===== config.mk =====
export PLATFORM = sky130hd
export DESIGN_NAME = text_to_utf8_encoder
export DESIGN_NICKNAME = d
export VERILOG_FILES = /design/src/rtl/ute_pkg.sv /design/src/rtl/ute_front.sv /design/src/rtl/ute_queue.sv /design/src/rtl/ute_back.sv /design/src/rtl/text_to_utf8_encoder.sv
export SDC_FILE = /design/constraint.sdc
export NUM_CORES = 1
export LEC_CHECK = 0
export BUFFER_PORTS_ARGS = -buffer_cell sky130_fd_sc_hd__buf_2
export CAP_MARGIN = 5
export CORE_ASPECT_RATIO = 1.25
export CORE_MARGIN = 1.5
export CORE_UTILIZATION = 45
export DETAILED_ROUTE_END_ITERATION = 10
export MAX_ROUTING_LAYER = met4
export PLACE_DENSITY_LB_ADDON = 0.08
export SYNTH_ARGS = -nofsm -noshare
export SYNTH_HDL_FRONTEND = slang
export SYNTH_SLANG_ARGS = --single-unit

===== constraint.sdc =====
create_clock -name i_clk -period 4.3 [get_ports i_clk]
set_input_delay 0.215 -clock i_clk [delete_from_list [all_inputs] [get_ports i_clk]]
set_output_delay 0.215 -clock i_clk [all_outputs]
set_load 0.05 [all_outputs]

===== src/rtl/ute_pkg.sv =====
package ute_pkg;

    // byte order mark halves
    localparam logic [7:0] BOM_FE = 8'hfe;
    localparam logic [7:0] BOM_FF = 8'hff;

    // utf-8 range limits and lead/continuation marks
    localparam logic [15:0] LIMIT_ONE  = 16'h0080;
    localparam logic [15:0] LIMIT_TWO  = 16'h0800;
    localparam logic [7:0]  LEAD_TWO   = 8'hc0;
    localparam logic [7:0]  LEAD_THREE = 8'he0;
    localparam logic [7:0]  CONT_MARK  = 8'h80;
    localparam logic [5:0]  CONT_MASK  = 6'h3f;

    // source encoding codes
    localparam logic MODE_LATIN1 = 1'b0;
    localparam logic MODE_UCS2   = 1'b1;
    localparam logic MODE_RESET  = MODE_UCS2;

    // queue depth
    localparam int QUEUE_DEPTH = 2;
    localparam int QUEUE_AW    = $clog2(QUEUE_DEPTH);

    // one classified request for the back end
    typedef struct packed {
        logic [15:0] unit;  // code unit to encode
        logic [1:0]  len;   // utf-8 bytes for the unit, 0 when none
        logic        term;  // terminating zero follows
    } t_job;

    // utf-8 length of a code unit
    function automatic logic [1:0] utf8_len(input logic [15:0] unit);
        logic [1:0] len;
        if (unit < LIMIT_ONE) begin
            len = 2'd1;
        end else if (unit < LIMIT_TWO) begin
            len = 2'd2;
        end else begin
            len = 2'd3;
        end
        return len;
    endfunction

    // utf-8 byte at position pos of a unit encoded in len bytes
    function automatic logic [7:0] utf8_byte(input logic [15:0] unit,
                                             input logic [1:0]  len,
                                             input logic [1:0]  pos);
        logic [7:0] b;
        b = CONT_MARK | {2'b00, unit[5:0] & CONT_MASK};
        case (len)
            2'd1: begin
                b = unit[7:0];
            end
            2'd2: begin
                if (pos == 2'd0) begin
                    b = LEAD_TWO | {3'b000, unit[10:6]};
                end
            end
            2'd3: begin
                if (pos == 2'd0) begin
                    b = LEAD_THREE | {4'b0000, unit[15:12]};
                end else if (pos == 2'd1) begin
                    b = CONT_MARK | {2'b00, unit[11:6]};
                end
            end
            default: begin
                b = 8'h00;
            end
        endcase
        return b;
    endfunction

endpackage


===== src/rtl/ute_front.sv =====
module ute_front import ute_pkg::*; (
    input  logic       i_clk,
    input  logic       i_rst_n,
    input  logic       i_cfg_valid,
    input  logic       i_cfg_data,
    input  logic       i_in_valid,
    input  logic [7:0] i_in_byte,
    input  logic       i_in_last,
    input  logic       i_queue_full,
    output logic       o_in_stall,
    output logic       o_push,
    output t_job       o_job
);

    logic       r_mode;
    logic [7:0] r_held;
    logic       r_half;
    logic       r_first;
    logic       r_big;

    logic       n_half;
    logic       n_first;
    logic       n_big;
    logic [7:0] n_held;
    logic       accept;
    t_job       job;

    assign o_in_stall = i_queue_full;
    assign accept     = i_in_valid && !i_queue_full;

    // classify the request and work out the next string state
    always_comb begin
        n_half   = r_half;
        n_first  = r_first;
        n_big    = r_big;
        n_held   = r_held;
        job.unit = 16'h0000;
        job.len  = 2'd0;
        job.term = i_in_last;
        if (r_mode == MODE_LATIN1) begin
            n_half   = 1'b0;
            job.unit = {8'h00, i_in_byte};
            job.len  = utf8_len(job.unit);
        end else if (!r_half) begin
            n_held = i_in_byte;
            n_half = 1'b1;
        end else begin
            n_half   = 1'b0;
            job.unit = r_big ? {r_held, i_in_byte} : {i_in_byte, r_held};
            job.len  = utf8_len(job.unit);
            if (r_first) begin
                n_first = 1'b0;
                if (r_held == BOM_FE && i_in_byte == BOM_FF) begin
                    n_big   = 1'b1;
                    job.len = 2'd0;
                end else if (r_held == BOM_FF && i_in_byte == BOM_FE) begin
                    n_big   = 1'b0;
                    job.len = 2'd0;
                end
            end
        end
        if (i_in_last) begin
            n_held  = 8'h00;
            n_half  = 1'b0;
            n_first = 1'b1;
            n_big   = 1'b0;
        end
    end

    assign o_job  = job;
    assign o_push = accept && (job.len != 2'd0 || job.term);

    // mode register
    always_ff @(posedge i_clk) begin
        if (!i_rst_n) begin
            r_mode <= MODE_RESET;
        end else if (i_cfg_valid) begin
            r_mode <= i_cfg_data;
        end
    end

    // string state
    always_ff @(posedge i_clk) begin
        if (!i_rst_n) begin
            r_held  <= 8'h00;
            r_half  <= 1'b0;
            r_first <= 1'b1;
            r_big   <= 1'b0;
        end else if (accept) begin
            r_held  <= n_held;
            r_half  <= n_half;
            r_first <= n_first;
            r_big   <= n_big;
        end
    end

endmodule


===== src/rtl/ute_queue.sv =====
module ute_queue import ute_pkg::*; (
    input  logic i_clk,
    input  logic i_rst_n,
    input  logic i_push,
    input  t_job i_job,
    input  logic i_pop,
    output logic o_full,
    output logic o_empty,
    output t_job o_job
);

    t_job                r_mem [QUEUE_DEPTH];
    logic [QUEUE_AW-1:0] r_wr_ptr;
    logic [QUEUE_AW-1:0] r_rd_ptr;
    logic [QUEUE_AW:0]   r_count;

    assign o_full  = (r_count == (QUEUE_AW+1)'(QUEUE_DEPTH));
    assign o_empty = (r_count == '0);
    assign o_job   = r_mem[r_rd_ptr];

    // storage
    always_ff @(posedge i_clk) begin
        if (i_push) begin
            r_mem[r_wr_ptr] <= i_job;
        end
    end

    // pointers and fill count
    always_ff @(posedge i_clk) begin
        if (!i_rst_n) begin
            r_wr_ptr <= '0;
            r_rd_ptr <= '0;
            r_count  <= '0;
        end else begin
            if (i_push) begin
                r_wr_ptr <= r_wr_ptr + QUEUE_AW'(1);
            end
            if (i_pop) begin
                r_rd_ptr <= r_rd_ptr + QUEUE_AW'(1);
            end
            if (i_push && !i_pop) begin
                r_count <= r_count + (QUEUE_AW+1)'(1);
            end else if (i_pop && !i_push) begin
                r_count <= r_count - (QUEUE_AW+1)'(1);
            end
        end
    end

endmodule


===== src/rtl/ute_back.sv =====
module ute_back import ute_pkg::*; (
    input  logic       i_clk,
    input  logic       i_rst_n,
    input  logic       i_queue_empty,
    input  t_job       i_job,
    output logic       o_pop,
    input  logic       i_out_stall,
    output logic       o_out_valid,
    output logic [7:0] o_out_byte,
    output logic       o_out_term,
    output logic       o_out_last
);

    t_job       r_job;
    logic       r_busy;
    logic [1:0] r_pos;
    logic       r_ov;
    logic [7:0] r_byte;
    logic       r_term;
    logic       r_last;

    logic       out_load;
    logic       advance;
    logic       step_last;
    logic       step_term;
    logic [7:0] step_byte;
    logic       done;

    // current output byte of the job
    always_comb begin
        step_term = (r_pos == r_job.len);
        step_byte = step_term ? 8'h00 : utf8_byte(r_job.unit, r_job.len, r_pos);
        step_last = r_job.term ? step_term : (r_pos + 2'd1 == r_job.len);
    end

    assign out_load = !r_ov || !i_out_stall;
    assign advance  = r_busy && out_load;
    assign done     = advance && step_last;
    assign o_pop    = !i_queue_empty && (!r_busy || done);

    // job register and byte position
    always_ff @(posedge i_clk) begin
        if (!i_rst_n) begin
            r_busy <= 1'b0;
            r_pos  <= 2'd0;
        end else if (o_pop) begin
            r_busy <= 1'b1;
            r_pos  <= 2'd0;
        end else if (done) begin
            r_busy <= 1'b0;
        end else if (advance) begin
            r_pos <= r_pos + 2'd1;
        end
    end

    always_ff @(posedge i_clk) begin
        if (o_pop) begin
            r_job <= i_job;
        end
    end

    // output register
    always_ff @(posedge i_clk) begin
        if (!i_rst_n) begin
            r_ov <= 1'b0;
        end else if (out_load) begin
            r_ov <= advance;
        end
    end

    always_ff @(posedge i_clk) begin
        if (out_load) begin
            r_byte <= step_byte;
            r_term <= step_term;
            r_last <= step_last;
        end
    end

    assign o_out_valid = r_ov;
    assign o_out_byte  = r_byte;
    assign o_out_term  = r_term;
    assign o_out_last  = r_last;

endmodule


===== src/rtl/text_to_utf8_encoder.sv =====
// channel   direction  handshake                 payload
// input     in         i_valid / o_stall         i_in_byte, i_end_of_text
// output    out        o_valid / i_stall         o_out_byte, o_is_terminator, o_run_last
// config    in         i_cfg_valid / o_cfg_ready i_cfg_data (source encoding)
//
// the front takes one byte a cycle while the two-entry queue has room
// the back emits one utf-8 byte a cycle while the output is not stalled, and one source byte
// gives zero to four results; the output port sets the sustained rate
// a request passes the queue, the job register and the output register before its first result shows
// synchronous active-low reset: ucs-2 mode, little-endian, string start
// a stalled output only holds its register; the front keeps going until the queue fills
module text_to_utf8_encoder import ute_pkg::*; (
    input  logic       i_clk,
    input  logic       i_rst_n,
    input  logic       i_cfg_valid,
    output logic       o_cfg_ready,
    input  logic       i_cfg_data,
    input  logic       i_valid,
    output logic       o_stall,
    input  logic [7:0] i_in_byte,
    input  logic       i_end_of_text,
    output logic       o_valid,
    input  logic       i_stall,
    output logic [7:0] o_out_byte,
    output logic       o_is_terminator,
    output logic       o_run_last
);

    logic push;
    logic pop;
    logic full;
    logic empty;
    t_job job_in;
    t_job job_out;

    assign o_cfg_ready = 1'b1;

    // classification
    ute_front u_front (
        .i_clk        (i_clk),
        .i_rst_n      (i_rst_n),
        .i_cfg_valid  (i_cfg_valid),
        .i_cfg_data   (i_cfg_data),
        .i_in_valid   (i_valid),
        .i_in_byte    (i_in_byte),
        .i_in_last    (i_end_of_text),
        .i_queue_full (full),
        .o_in_stall   (o_stall),
        .o_push       (push),
        .o_job        (job_in)
    );

    // request queue
    ute_queue u_queue (
        .i_clk   (i_clk),
        .i_rst_n (i_rst_n),
        .i_push  (push),
        .i_job   (job_in),
        .i_pop   (pop),
        .o_full  (full),
        .o_empty (empty),
        .o_job   (job_out)
    );

    // utf-8 byte emitter
    ute_back u_back (
        .i_clk         (i_clk),
        .i_rst_n       (i_rst_n),
        .i_queue_empty (empty),
        .i_job         (job_out),
        .o_pop         (pop),
        .i_out_stall   (i_stall),
        .o_out_valid   (o_valid),
        .o_out_byte    (o_out_byte),
        .o_out_term    (o_is_terminator),
        .o_out_last    (o_run_last)
    );

endmodule


==> key figures, run 1 <==
Clock tree
  • CTS H-tree depth: 3
  • CTS max path bufs: 2
  • Post-CTS Setup Inserts: 0
  • CTS tree: done
  • CTS clock-pin slew for the worst setup and hold paths: 0.09 ns
  • CTS root buffer: clkbuf_8
  • Clock sink total: 87
  • CTS Buf Count: 9
  • CTS hold repair buffers: 0
  • Clk Latency, worst-skew pair: between 0.3 and 0.4 ns
  • Post-CTS sizing: 0

Setup path
  • CP Data Arrival Time: roughly 3.2 ns
  • Startpoint types: flip-flop
  • Delay-heaviest family, CP: simple AND/OR/NAND/NOR gates
  • WP buf/inv: 3
  • Worst path required time: between 4 and 5 ns
  • Crit-path cells: inv_1 -> ha_1 -> xor2_1 -> or4b_1 -> nand3_1 -> buf_4 -> inv_1 -> ha_1 -> or3_1 -> a21boi_0
  • Critical path fanouts, max: 21
  • Critical path's slowest cell: or4b_1
  • Critical path class: reg2reg
  • Worst setup EP type: flip-flop
  • Max stage delay on crit path: around 0.52 ns

Flow run
  • Maxcap violations: 0

STA
  • Final hold violations: 0
  • Relative slew slack: between 40% and 50%
  • Worst Skew: around 0.011 ns
  • RSZ-0062 raised after global routing: false
  • Highest clock rate: between 300 and 400 MHz
  • Slew Viols, Final: 0
  • PnR worst setup slack: around 1.4 ns
  • Worst slew pin tran: around 0.90 ns
  • Period utilisation layout: roughly 68%
  • Total negative slack: 0 ns
  • Worst hold slack: 0.0757 ns
  • Min Tclk post-route: 2.94 ns
  • Setup Viol. Count Final: 0

Placed design
  • HPWL after DPL: between 5000 and 6000 microns
  • Port-buffer cells: 26
  • GP Congestion: ~0.85
  • Pre-CTS setup slack: between 1 and 1.5 ns
  • Post-Place Cell Area: around 4200 sq um
  • # placed instances: about 460

Logic synthesis
  • Count of different cell masters after synthesis: 48
  • Seq/Total Area, Yosys: slightly above 60%
  • Post-synth ARST share: 0%
  • Synth top area share: between 50% and 60%
  • Dominant cells by area after synthesis: edfxtp_1, dfxtp_1, mux2_2, a22oi_1, mux2i_1
  • Synth warn: 0
  • Main synth FF type: edfxtp_1
  • Most frequent cell after synthesis: edfxtp_1
  • Syn Inst Count: about 330
  • Post-Syn Nets: 343
  • Synthesized area: between 3000 and 4000 sq um
  • Synth cell count leaders: edfxtp_1, nor2_1
  • Cell accounting for the most synthesized area: edfxtp_1
  • Number of synthesized register bits: a little under 90
  • Syn Area/Cell: about 12 sq um
  • Number of flops mapped to enable cells by yosys: 67

Pwr
  • Total power: between 2 and 3 mW
  • P per Cell Area: around 640 nW/um^2
  • Static Leak: around 1.5 nW
  • Worst vdd ir: ~0.18 mV

Layout
  • Design area: between 4000 and 5000 sq um
  • Share of cells above drive strength 1: about a fifth
  • Utilization after layout: 51.0%
  • Final #Nets: approximately 370
  • ANT cells: 0
  • Area Overhead vs Synth: 10.5%
  • Layout filler cell count: slightly below 800
  • Non-Filler Instances: between 400 and 500

Routing
  • Initial DRC Count: 127
  • ANT nets after route: 0
  • DRC violations left: 0
  • Vias per std cell: ~5.3
  • DR WL/cell: between 15 and 20 microns
  • Vias: about 2.5k
  • TritonRoute pass-1 iters: 4
  • Post-Route WL: roughly 7200 microns

GRT
  • Global-route wire length before repair: ~12000 microns
  • Total GRT Usage: ~17%
  • Initial antenna violation count: 0
  • Largest net degree at the start of global routing: 23
  • Grt total ovfl: 0
  • Number of global-route vias before repair: between 2k and 2.5k

Floorplan
  • Initial core utilization: between 40 and 50%
  • Chip width: between 80 and 90 microns
  • Die ar.: 9460 sq um
  • Rows: 38
  • I/O pin count: 28
  • Core Footprint: around 8700 sq um
  • Die H: around 110 microns

Min path
  • Hold Path Class: in2reg

Status
  • Status: completed
[placed cells by master (no fill, tap or decap), types with 2 or more instances in the layout]
cell / synthesis / routed
a21bo_2: 2 / 2
a21boi_0: 5 / 5
a21o_1: 3 / 3
a21oi_1: 12 / 12
a22oi_1: 20 / 20
and2_1: 3 / 3
buf_2: 4 / 26
buf_4: 1 / 2
clkbuf_8: 0 / 9
clkinv_4: 0 / 2
dfxtp_1: 20 / 20
edfxtp_1: 67 / 67
ha_1: 3 / 3
inv_1: 8 / 8
mux2_2: 20 / 20
mux2i_1: 13 / 13
nand2_1: 20 / 20
nand2b_1: 4 / 4
nand3_1: 9 / 9
nand3b_1: 3 / 3
nand4_1: 5 / 5
nor2_1: 24 / 24
nor2b_1: 12 / 12
nor3_1: 3 / 3
nor4_1: 3 / 3
o211ai_1: 2 / 2
o21ai_0: 10 / 10
o2bb2ai_1: 7 / 7
o31ai_1: 3 / 3
or2_2: 3 / 3
xnor2_1: 4 / 4
xor2_1: 3 / 3
[power by group]
part	leakage (nW)	internal, mW	switching, mW
registers	0.814	1.20	0.164
logic	0.610	0.342	0.558
clock network	0.0972	0.270	0.296
total	1.52	1.81	1.02
[final timing paths]
path                                                     from                         endpoint  slack (ns)  cells after the start
worst max-delay path             u_back.r_pos[0]$_SDFFE_PP0P_  u_queue.r_count[1]$_SDFFE_PN0P_        1.36                     10
worst min-delay path                              i_cfg_valid      u_front.r_mode$_SDFFE_PN1P_        0.08                      2
worst max register to register   u_back.r_pos[0]$_SDFFE_PP0P_  u_queue.r_count[1]$_SDFFE_PN0P_        1.36                     10
worst min register to register  u_queue.r_wr_ptr$_SDFFE_PN0P_    u_queue.r_wr_ptr$_SDFFE_PN0P_        0.49                      2
[state kept, by name, summed over array words and instances (netlist names)]
signal and count:
u_front.r_big 1, u_queue.r_wr_ptr 1, u_back.r_pos 2, u_queue.r_rd_ptr 1, u_front.r_held 8, u_front.r_half 1
u_back.o_out_last 1, u_front.r_mode 1, u_queue.r_mem 38, u_front.r_first 1, u_queue.r_count 2, u_back.r_job 19
u_back.r_busy 1, u_back.o_out_valid 1, u_back.o_out_byte 8, u_back.o_out_term 1
[routing by layer]
layer	vias to the layer above	GRT usage, %	routed length (microns)	part of all wire [%]
met2	47	29.0	3680	51
li1	1269	-	-	-
met3	12	3.21	206	2.9
met1	1178	19.3	3150	44
met5	-	-	0	0
met4	0	7.03	156	2.2
[logic make-up after synthesis]
group	share of synthesized area, %
simple gates	13.2
flops	60.4
compound gates	12.4
mux	8.89
buf+inv	2.57
xor+xnor	1.53
fa+ha+maj	0.940
other cells	0.0939
[final cells by class]
class                   instances  area (sq um)  area share (%)
clock inverters                 7          72.6            1.64
multi-input cells             213          1480            33.5
clock buffers                   9           124            2.81
repair buffers                 28           145            3.29
flip-flops and latches         87          2410            54.6
inverters                       8          30.0           0.680
well taps                     120           150            3.40
Power figures use the tool's default switching activity.
==> run 2: changes to the inputs <==
==> constraint.sdc (replaced) <==
create_clock -name i_clk -period 3 [get_ports i_clk]
set_input_delay 0.15 -clock i_clk [delete_from_list [all_inputs] [get_ports i_clk]]
set_output_delay 0.15 -clock i_clk [all_outputs]
set_load 0.05 [all_outputs]
==> run 2 against run 1 <==
Net effect: wire length decreased by 1.1%; clock skew shrank 0.0019 ns; final area rose by 1.0%; register-to-register slack worse by 1.0 ns; sequential power increased by 39%; sequential share of layout area is 0.55 points lower; via count is 3.0% higher; highest routed layer unchanged; total power rose by 43%; flip-flop and latch count unchanged; critical path depth decreased by 1.
==> key figures, run 2 (synthesis gave the netlist of run 1 again) <==
Status
  • Status: completed

STA
  • Period utilisation layout: 88.5% (+20 points)
  • Final hold violations: 0 (unchanged)
  • Worst hold slack: 0.0268 ns (-0.0489 ns)
  • Setup Viol. Count Final: 0 (unchanged)
  • PnR worst setup slack: 0.345 ns (-1.01 ns)
  • Min Tclk post-route: 2.65 ns (-0.290 ns)
  • Worst Skew: 0.00941 ns (-0.00194 ns)
  • RSZ-0062 raised after global routing: false
  • Slew Viols, Final: 0 (unchanged)
  • Worst slew pin tran: 0.925 ns (+0.0297 ns)
  • Relative slew slack: 38.2% (-2.0 points)
  • Total negative slack: 0 ns (unchanged)
  • Highest clock rate: 377 MHz (+11%)

Setup path
  • Critical path fanouts, max: 7 (-67%)
  • Worst setup EP type: flip-flop
  • CP Data Arrival Time: 2.92 ns (-0.31 ns)
  • FF-to-FF setup slack: 0.35 ns (-1.01 ns)
  • Critical path class: reg2reg
  • Worst path required time: 3.26 ns (-1.32 ns)
  • Startpoint types: flip-flop

Pwr
  • Total power: 4.04 mW (+43%)
  • Static Leak: 1.56 nW (+2.3%)
  • Worst vdd ir: 0.252 mV (+41%)
  • P per Cell Area: 907 nW/um^2 (+42%)

Clock tree
  • CTS clock-pin slew for the worst setup and hold paths: 0.08 ns (about the same)
  • CTS root buffer: clkbuf_8
  • Post-CTS Setup Inserts: 0 (unchanged)
  • CTS tree: done
  • Clk Latency, worst-skew pair: 0.34 ns (about the same)
  • CTS H-tree depth: 3 (unchanged)
  • Clock sink total: 87 (unchanged)
  • CTS max path bufs: 2 (unchanged)
  • CTS Buf Count: 9 (unchanged)

Layout
  • Layout filler cell count: 800 (+2.7%)
  • Area Overhead vs Synth: 11.6%
  • Largest registers: u_queue.r_mem: 38 flops, u_back.r_job: 19 flops
  • Max FFs per register: 38 (unchanged)
  • Share of cells above drive strength 1: 21.5% (+1.1 points)
  • Design area: 4460 sq um (+1.0%)
  • ANT cells: 0 (unchanged)
  • Largest Register: u_queue.r_mem
  • Area occupied by multi-input gates: 1490 sq um (+0.34%)
  • Most frequent cells in the layout: edfxtp_1, buf_2, nor2_1
  • Storage cell area: 2410 sq um (unchanged)
  • Commonest non-fill, non-tap cell in the layout: edfxtp_1
  • Final #Nets: 371 (+1.6%)

Placed design
  • HPWL after DPL: 5010 microns (-1.5%)
  • Post-Place Cell Area: 4260 sq um (+1.0%)
  • Pre-CTS setup slack: 0.363 ns (-1.00 ns)
  • Port-buffer cells: 26 (unchanged)
  • GP Congestion: 0.891 (+5.3%)

Floorplan
  • Chip width: 87.3 microns (unchanged)
  • I/O pin count: 28 (unchanged)
  • Die ar.: 9460 sq um (unchanged)
  • Core Footprint: 8650 sq um (unchanged)
  • Rows: 38 (unchanged)
  • Initial core utilization: 46.2% (unchanged)
  • Die H: 108 microns (unchanged)

GRT
  • Largest net degree at the start of global routing: 23 (unchanged)
  • Total GRT Usage: 16.8% (-0.15 points)
  • Grt total ovfl: 0 (unchanged)
  • Number of global-route vias before repair: 2482 (+0.36%)
  • Global-route wire length before repair: 11800 microns (+0.18%)
  • Initial antenna violation count: 0 (unchanged)

Routing
  • DRC violations left: 0 (unchanged)
  • Post-Route WL: 7120 microns (-1.1%)
  • Vias per std cell: 5.40 (+1.7%)
  • Vias: 2581 (+3.0%)
  • TritonRoute pass-1 iters: 4 (unchanged)
  • Initial DRC Count: 103 (-19%)
  • ANT nets after route: 0 (unchanged)
  • DR WL/cell: 14.9 microns (-2.4%)

Flow run
  • Maxcap violations: 0 (unchanged)

Min path
  • Hold Path Class: in2reg
-- run 2: critical path: stages, from the launching register on --
cell and delay, ns:
dfxtp_1 0.47, inv_1 0.10, ha_1 0.33, xor2_1 0.17, or4b_1 0.52, nand3_2 0.11
inv_1 0.05, ha_1 0.30, or3_1 0.37, a21boi_0 0.17
-- run 2: worst paths after layout --
kind                                       from                              end  depth (start not counted)
setup / recovery   u_back.r_pos[0]$_SDFFE_PP0P_  u_queue.r_count[1]$_SDFFE_PN0P_                          9
hold / removal                       i_cfg_data      u_front.r_mode$_SDFFE_PN1P_                          3
setup reg to reg   u_back.r_pos[0]$_SDFFE_PP0P_  u_queue.r_count[1]$_SDFFE_PN0P_                          9
hold reg to reg   u_queue.r_wr_ptr$_SDFFE_PN0P_    u_queue.r_wr_ptr$_SDFFE_PN0P_                          2
-- run 2: layout make-up --
type | count | area share (%)
multi-input combinational | 213 | 33.3
timing repair buffer | 34 | 4.32
clock buffer | 10 | 2.86
tap | 120 | 3.37
clock inverter | 6 | 1.37
sequential | 87 | 54.1
inverter | 8 | 0.673
-- run 2: what timing repair did --
action / 4_1_cts / 5_1_grt
hold buffers: 1 / 0
hold endpoints to repair: 1 / 0
resized for setup: 0 / 0
-- run 2: metrics by stage --
| stage | instances | util (%) |
|---|---|---|
| 3_3_place_gp | 461 | 49.2 |
| 6_report | 478 | 51.5 |
| 5_1_grt | 478 | 51.5 |
| 2_1_floorplan | 325 | - |
| 3_5_place_dp | 461 | 49.2 |
| 4_1_cts | 478 | 51.5 |
-- run 2: power by group --
group	leakage, nW	total, mW	internal [mW]	switching (mW)
logic	0.645	1.38	0.514	0.866
registers	0.814	1.89	1.71	0.171
clock network	0.0976	0.778	0.383	0.395
-- run 2: metal layers --
metal / vias up / GRT usage, % / share of wire (%)
met5: - / - / 0
met4: 0 / 6.80 / 2.1
met3: 14 / 3.28 / 2.4
met2: 42 / 28.1 / 51
met1: 1246 / 19.6 / 45
li1: 1279 / - / -
